## src/sv/nbf_pkg.sv

```systemverilog
`timescale 1ns / 1ps
// nbf_pkg: shared types and constants of the nibble bloom filter
// depends on nothing; imported by nbf_div, nibble_bloom_filter and the bench

package nbf_pkg;

	// field and cell widths
	localparam int HASH_W    = 64;
	localparam int CELL_W    = 4;
	localparam int CC_W      = 17;
	localparam int CFG_IDX_W = 8;
	localparam int OUT_W     = 8;

	// configuration register indexes
	localparam logic [CFG_IDX_W-1:0] REG_CELL_COUNT = CFG_IDX_W'(0);
	localparam logic [CFG_IDX_W-1:0] REG_SORT       = CFG_IDX_W'(1);

	// operation codes carried in tuser
	localparam logic OP_INSERT = 1'b0;
	localparam logic OP_QUERY  = 1'b1;

	// sequencer states
	typedef enum logic [3:0] {
		ST_CLEAR,
		ST_IDLE,
		ST_ADD2,
		ST_ADD3,
		ST_SORT,
		ST_DSTART,
		ST_DIV,
		ST_RD,
		ST_UPD,
		ST_DONE
	} state_t;

endpackage

```

## src/sv/nbf_div.sv

```systemverilog
`timescale 1ns / 1ps
// nbf_div: bit-serial remainder unit, one dividend bit a cycle
// depends on nbf_pkg (HASH_W)

module nbf_div
	import nbf_pkg::*;
#(
	parameter int MAX_CELLS = 65536
) (
	input  logic                         clk,
	input  logic                         arst_n,
	input  logic                         start,
	input  logic [HASH_W-1:0]            dividend,
	input  logic [$clog2(MAX_CELLS+1)-1:0] modulus,
	output logic                         done,
	output logic [$clog2(MAX_CELLS)-1:0] remainder
);

	localparam int MW       = $clog2(MAX_CELLS + 1);
	localparam int AW       = $clog2(MAX_CELLS);
	localparam int CNT_W    = $clog2(HASH_W);
	localparam logic [CNT_W-1:0] CNT_LAST = CNT_W'(HASH_W - 1);

	logic [HASH_W-1:0] quot_q;
	logic [MW-1:0]     rem_q;
	logic [CNT_W-1:0]  cnt_q;
	logic              busy_q;
	logic              done_q;

	logic [MW:0]   trial;
	logic [MW:0]   diff;
	logic          ge;
	logic [MW-1:0] rem_next;

	// one restoring step: shift in the next dividend bit, subtract if it fits
	always_comb begin
		trial    = {rem_q, quot_q[HASH_W-1]};
		diff     = trial - {1'b0, modulus};
		ge       = (trial >= {1'b0, modulus});
		rem_next = ge ? diff[MW-1:0] : trial[MW-1:0];
	end

	// step counter and status
	always_ff @(posedge clk or negedge arst_n) begin
		if (!arst_n) begin
			busy_q <= 1'b0;
			done_q <= 1'b0;
			cnt_q  <= '0;
		end else if (start) begin
			busy_q <= 1'b1;
			done_q <= 1'b0;
			cnt_q  <= '0;
		end else if (busy_q) begin
			cnt_q <= cnt_q + CNT_W'(1);
			if (cnt_q == CNT_LAST) begin
				busy_q <= 1'b0;
				done_q <= 1'b1;
			end
		end
	end

	// dividend shifter and partial remainder
	always_ff @(posedge clk) begin
		if (start) begin
			quot_q <= dividend;
			rem_q  <= '0;
		end else if (busy_q) begin
			quot_q <= {quot_q[HASH_W-2:0], 1'b0};
			rem_q  <= rem_next;
		end
	end

	assign done      = done_q;
	// remainder is below the modulus, which the instantiating block keeps at or below MAX_CELLS
	assign remainder = rem_q[AW-1:0];

endmodule

```

## config.mk

```make
export PLATFORM = sky130hd
export DESIGN_NAME = nbf_div
export DESIGN_NICKNAME = d
export VERILOG_FILES = /design/src/sv/nbf_pkg.sv /design/src/sv/nbf_div.sv
export SDC_FILE = /design/constraint.sdc
export NUM_CORES = 1
export LEC_CHECK = 0
export BUFFER_PORTS_ARGS = -buffer_cell sky130_fd_sc_hd__buf_4
export CAP_MARGIN = 40
export CORE_MARGIN = 8
export CORE_UTILIZATION = 55
export DETAILED_ROUTE_END_ITERATION = 10
export PLACE_DENSITY = 0.81
export SLEW_MARGIN = 20
export SYNTH_ARGS = -nofsm -noshare
export SYNTH_HDL_FRONTEND = slang
export SYNTH_SLANG_ARGS = --single-unit
```

## constraint.sdc

```tcl
create_clock -name clk -period 2.9 [get_ports clk]
set_input_delay 0.435 -clock clk [delete_from_list [all_inputs] [get_ports clk]]
set_output_delay 0.435 -clock clk [all_outputs]
set_load 0.02 [all_outputs]
```

== Yosys cells after proc, flatten, opt, wreduce, memory -nomap -nowiden ==
Cells that the tools add are included.
Word-level totals
  register bits: 89
  latch bits: 0
  RAM bits: 0
  ROM bits: 0
  bits of input ports: 84
  output and inout port bits: 17
  logic and storage cells: 23
  memories: 0
Operators by class
  $add $sub $neg: 2
  $mul: 0
  div/mod/pow operators: 0
  magnitude comparators: 1
  equal/unequal tests: 1
  shift operators: 0
  multiplexer cells: 11
  bitwise logic cells: 0
  reductions and logical operators: 3
Operators by type and width (count)
  $mux 64: 2
  $ge 18x17->1: 1
  $mux 17: 1
  $sub 17x17->17: 1
  $mux 6: 2
  $add 6x1->6 const B: 1
  $eq 6x6->1 const B: 1
  $mux 1: 6
  $reduce_bool 2->1: 2
  $reduce_and 2->1: 1

== Longest topological paths before layout ==
  depth in word-level cells: 4
  gate-level depth with buffers: 11
  mapped depth without buffers: 10

== Worst setup path before layout ==
OpenSTA, ideal clock, no wires.
  path type: input to register
  from: input start
  to: register rem_q[7]
  library setup time: 0.128 ns
  data arrival time: 2.547 ns
  data required time: 2.772 ns
  path slack: 0.225 ns
  stages on the path: 7
  buffers on the path: 2
  cell sequence: clkbuf_1 nor2_1 clkbuf_1 inv_1 nor2_1 a41oi_1 o31ai_1
RTL lines
  from (decl): line nbf_div.sv:12  | input logic start,
  to (signal assigned): line nbf_div.sv:69  | rem_q <= rem_next;
  to (decl): line nbf_div.sv:25  | logic [MW-1:0] rem_q;

== Worst setup path after layout ==
  from: register quot_q[63]
  to: register rem_q[11]
Between the ends
  word-level cells in the longest chain between the ends: 2
  elaborated cells on any way between the ends: 3
  classes of those cells: add/sub: 1; order compare: 1; mux: 1
Ends and longest elaborated chain
  from (decl): line nbf_div.sv:24  | logic [HASH_W-1:0] quot_q;
  from (signal assigned): line nbf_div.sv:65  | quot_q <= dividend;
  from (signal assigned): line nbf_div.sv:68  | quot_q <= {quot_q[HASH_W-2:0], 1'b0};
  $sub 17x17->17 or $ge 18x17->1 (tied branches): line nbf_div.sv:38, nbf_div.sv:39
  $mux 17 *: line nbf_div.sv:40  | rem_next = ge ? diff[MW-1:0] : trial[MW-1:0];
Mark *: on every way between the ends. The rest lies on a longest branch, timed or not.
A chain may end at the register's enable or synchronous reset.

==> key figures <==
Status
  – Run status: complete, no violations

Route
  – DRC: 0
  – WL final: 10900 um
  – Met2 wirelength from detailed routing: 5450 um
  – Total via count after detailed routing: 3515
  – Length of routed met3 wiring: 1000 um
  – Vias per inst: 5.72
  – Total routed wire length on the met1 layer: 4340 um
  – First DRT Iteration DRCs: 156
  – 1st-pass router iterations: 4
  – Post-route ant nets: 0
  – DR top layer: met4
  – Average wire per cell in the routed design: 17.8 um

Run
  – Max-Cap Viols: 0

Worst hold path
  – Beginning of the worst hold path: dividend[0]
  – WHS Endpoint: quot_q[0]$_SDFFCE_PN0P_
  – Hold Path Depth: 2
  – Hold crit path type: in -> reg

Yosys
  – Share of synthesized area occupied by flip-flops and latches: 50.5%
  – Netlist cell types: 57
  – Post-Synth XOR/XNOR Area: 3.06%
  – Cell area after synthesis: 0.00487 mm2
  – Number of enable-type register cells in the synthesized netlist: 64
  – Largest family of logic cells by synthesized area: multiplexers
  – Share of synthesized area spent on multiplexers: 15.0%
  – Most used DFF post-synth: sky130_fd_sc_hd__edfxtp_1
  – Complex-gate fraction of the synthesized area: 11.8%
  – Synthesized netlist cell count: 415
  – Synthesized area per cell: 11.7 um2
  – Fraction of the mapped netlist area in simple logic gates: 8.89%
  – Fraction of registers with async set/reset: 8.99%
  – Synthesis Warnings: 0
  – Adder and majority gate portion of the synthesized area: 5.03%
  – Register bit total from synthesis: 89
  – Mapped Nets: 518

STA
  – Final worst-path cycle share: 93.5%
  – Number of failing hold endpoints at the final stage: 0
  – Shortest clock period the worst path allows after layout: 2.71 ns
  – Endpoints failing setup: 0
  – Relative slew slack: 47.1%
  – Clock Skews: 0.00635 ns
  – Slew @ Worst Pin: 0.794 ns
  – Unrepaired setup endpoints after global routing: false
  – Number of max-slew violations in the final report: 0
  – Total negative slack for setup checks: 0 ns
  – Maximum clock frequency: 369 MHz

Clocking
  – Max Buffers Root-to-Sink: 2
  – Source-to-sink clock delay at the later pin of the worst-skew pair: 0.34 ns
  – Clk root buf: sky130_fd_sc_hd__clkbuf_8
  – CTS tree: yes
  – Deepest level of the CTS H-tree: 3
  – Cts bufs inserted: 9
  – Sink Count: 89
  – Gates resized, CTS repair: 0
  – Clock transition at the register clock pins on the worst setup and hold paths after CTS: 0.09 ns

Cells and area
  – Number of fill cells: 670
  – Number of diodes added for antenna fixing: 0
  – Final cell utilization of the core: 67.2%
  – Post-synthesis to final-layout area growth: 19.7%
  – Number of nets in the layout: 605
  – Share of layout cells above drive strength 1: 38.3%

Setup path
  – Origin of the critical flop-to-flop path: quot_q[63]$_DFFE_PP_
  – Worst-case reg-to-reg path depth: 11
  – Crit. End Element: flip-flop
  – Critical setup path kind: reg -> reg
  – Origin of the worst setup path: quot_q[63]$_DFFE_PP_
  – Critical path launch point type: flip-flop
  – Worst reg2reg path endpoint: rem_q[11]$_SDFFE_PP0P_
  – Reg-to-reg setup timing slack: 0.19 ns
  – Critical-path maximum fanout: 12
  – Worst EP arrival: 2.97 ns
  – Required time reported for the critical path endpoint: 3.16 ns

Place
  – Sum of net half-perimeters after detailed placement: 8110 um
  – Port bufs: 100
  – Final Wtd Congestion: 0.940

GRT
  – Vias in the first global route: 3592
  – Maximum number of pins on one net before global-route repair: 66
  – Total track usage: 18.2%
  – Global-route wire length before repair: 17400 um
  – Antenna violations before repair: 0
  – Remaining Overflow, GRT: 0

Die
  – Total die area: 0.0121 mm2
  – Height of the die: 110 um
  – Starting density of the core: 56.1%
  – Row cnt: 34
  – Die width: 110 um
  – Number of top-level pins: 101
  – Core Area: 0.00868 mm2

Power and ir drop
  – Largest voltage drop on the vdd net: 323 uV
  – Static Leak: 2.48 nW
  – Cell Pwr Density: 701 mW/mm2
area by class of cell:
cell class | instances | area, um2 | area share [%]
Sequential cell | 89 | 2460 | 42.2
Timing Repair Buffer | 109 | 821 | 14.1
Clock buffer | 10 | 128 | 2.19
Clock inverter | 6 | 66.3 | 1.14
Tap cell | 108 | 135 | 2.32
Multi-Input combinational cell | 269 | 2130 | 36.5
Inverter | 24 | 90.1 | 1.54
registers in the layout, indices dropped and copies added, names as in the netlist:
signal  flops
done        1
quot_q     64
cnt_q       6
busy_q      1
rem_q      17
cells by family (layout without fill, tap and decap cells):
group	after synthesis	in the layout
flops	89	89
simple gates	89	89
compound gates	79	79
mux	65	65
buf+inv	57	149
fa+ha+maj	19	19
xor+xnor	17	17
worst max-delay path, cell delays in order, from the launching register on:
cell and delay, ns:
sky130_fd_sc_hd__edfxtp_1 0.41, sky130_fd_sc_hd__inv_1 0.07, sky130_fd_sc_hd__ha_1 0.15, sky130_fd_sc_hd__inv_1 0.05
sky130_fd_sc_hd__fa_1 0.40, sky130_fd_sc_hd__a21o_1 0.22, sky130_fd_sc_hd__a221o_1 0.31, sky130_fd_sc_hd__a22o_1 0.25
sky130_fd_sc_hd__o21ai_4 0.33, sky130_fd_sc_hd__buf_4 0.21, sky130_fd_sc_hd__a41oi_1 0.12, sky130_fd_sc_hd__o31ai_1 0.09
worst max-delay path by stage:
stage / cells after the start / endpoint
after floorplan: 7 / rem_q[7]$_SDFFE_PP0P_
after CTS: 11 / rem_q[11]$_SDFFE_PP0P_
final: 11 / rem_q[11]$_SDFFE_PP0P_
after global placement: 10 / rem_q[1]$_SDFFE_PP0P_
after detailed placement: 11 / rem_q[11]$_SDFFE_PP0P_
after global routing: 11 / rem_q[10]$_SDFFE_PP0P_
power by group:
group | internal, W | switching (W) | leakage [nW] | total [W]
Clock | 0.000401 | 0.000453 | 0.0905 | 0.000854
Sequential | 0.00156 | 0.000133 | 0.922 | 0.00169
Combinational | 0.000687 | 0.000857 | 1.46 | 0.00154
Total | 0.00265 | 0.00144 | 2.48 | 0.00409
repair_timing:
action / 4_1_cts / 5_1_grt
hold buffers: 1 / 0
buffers inserted: 0 / 0
hold endpoints to repair: 8 / 0
cell usage in the layout (no fill, tap or decap), drive strengths merged, types with 2 or more instances in the layout:
master and instances:
a21o 5, a31oi 2, mux2 63, nand4 8
nor2 25, a21oi 18, a21boi 2, dfrtp 8
xnor2 8, nand3 8, nand2 23, mux2i 2
o21ai 15, dfxtp 17, buf 108, nor4 2
o31ai 5, clkbuf 10, inv 25, ha 18
and2 6, a41oi 5, xor2 9, clkinv 2
nand2b 4, and3 5, o311ai 5, nor2b 2
a311oi 3, nor3 3, clkinvlp 2, edfxtp 64
a211oi 6
synth_stat cells (all sizes together) (6+ instances only):
master / n / area [um2]
mux2: 63 / 709
nor2: 25 / 101
inv: 24 / 90.1
nand3: 8 / 40.0
xor2: 9 / 78.8
ha: 18 / 225
a211oi: 6 / 50.1
clkbuf: 13 / 48.8
o21ai: 15 / 86.3
xnor2: 8 / 70.1
buf: 20 / 140
dfxtp: 17 / 340
nand2: 23 / 86.3
and2: 6 / 37.5
a21oi: 18 / 90.1
edfxtp: 64 / 1920
nand4: 8 / 50.1
dfrtp: 8 / 200
per-layer routing:
| metal | track usage (%) | vias to the layer above |
|---|---|---|
| met1 | 21.7 | 1678 |
| met5 | 0 | - |
| met3 | 6.51 | 14 |
| met2 | 30.1 | 119 |
| li1 | - | 1704 |
| met4 | 5.99 | 0 |
stage by stage:
step	area [um2]	worst slack, ns	total power, W	hold slack, ns	cells
floorplan	4870	0.225	0.00284	0.139	415
global placement	5630	0.217	0.00321	0.256	598
detailed placement	5630	0.138	0.00325	0.258	598
CTS	5830	0.180	0.00410	0.366	615
global route	5830	0.0318	0.00430	0.364	615
finish	5830	0.189	0.00409	0.377	615
Power figures use the tool's default switching activity.
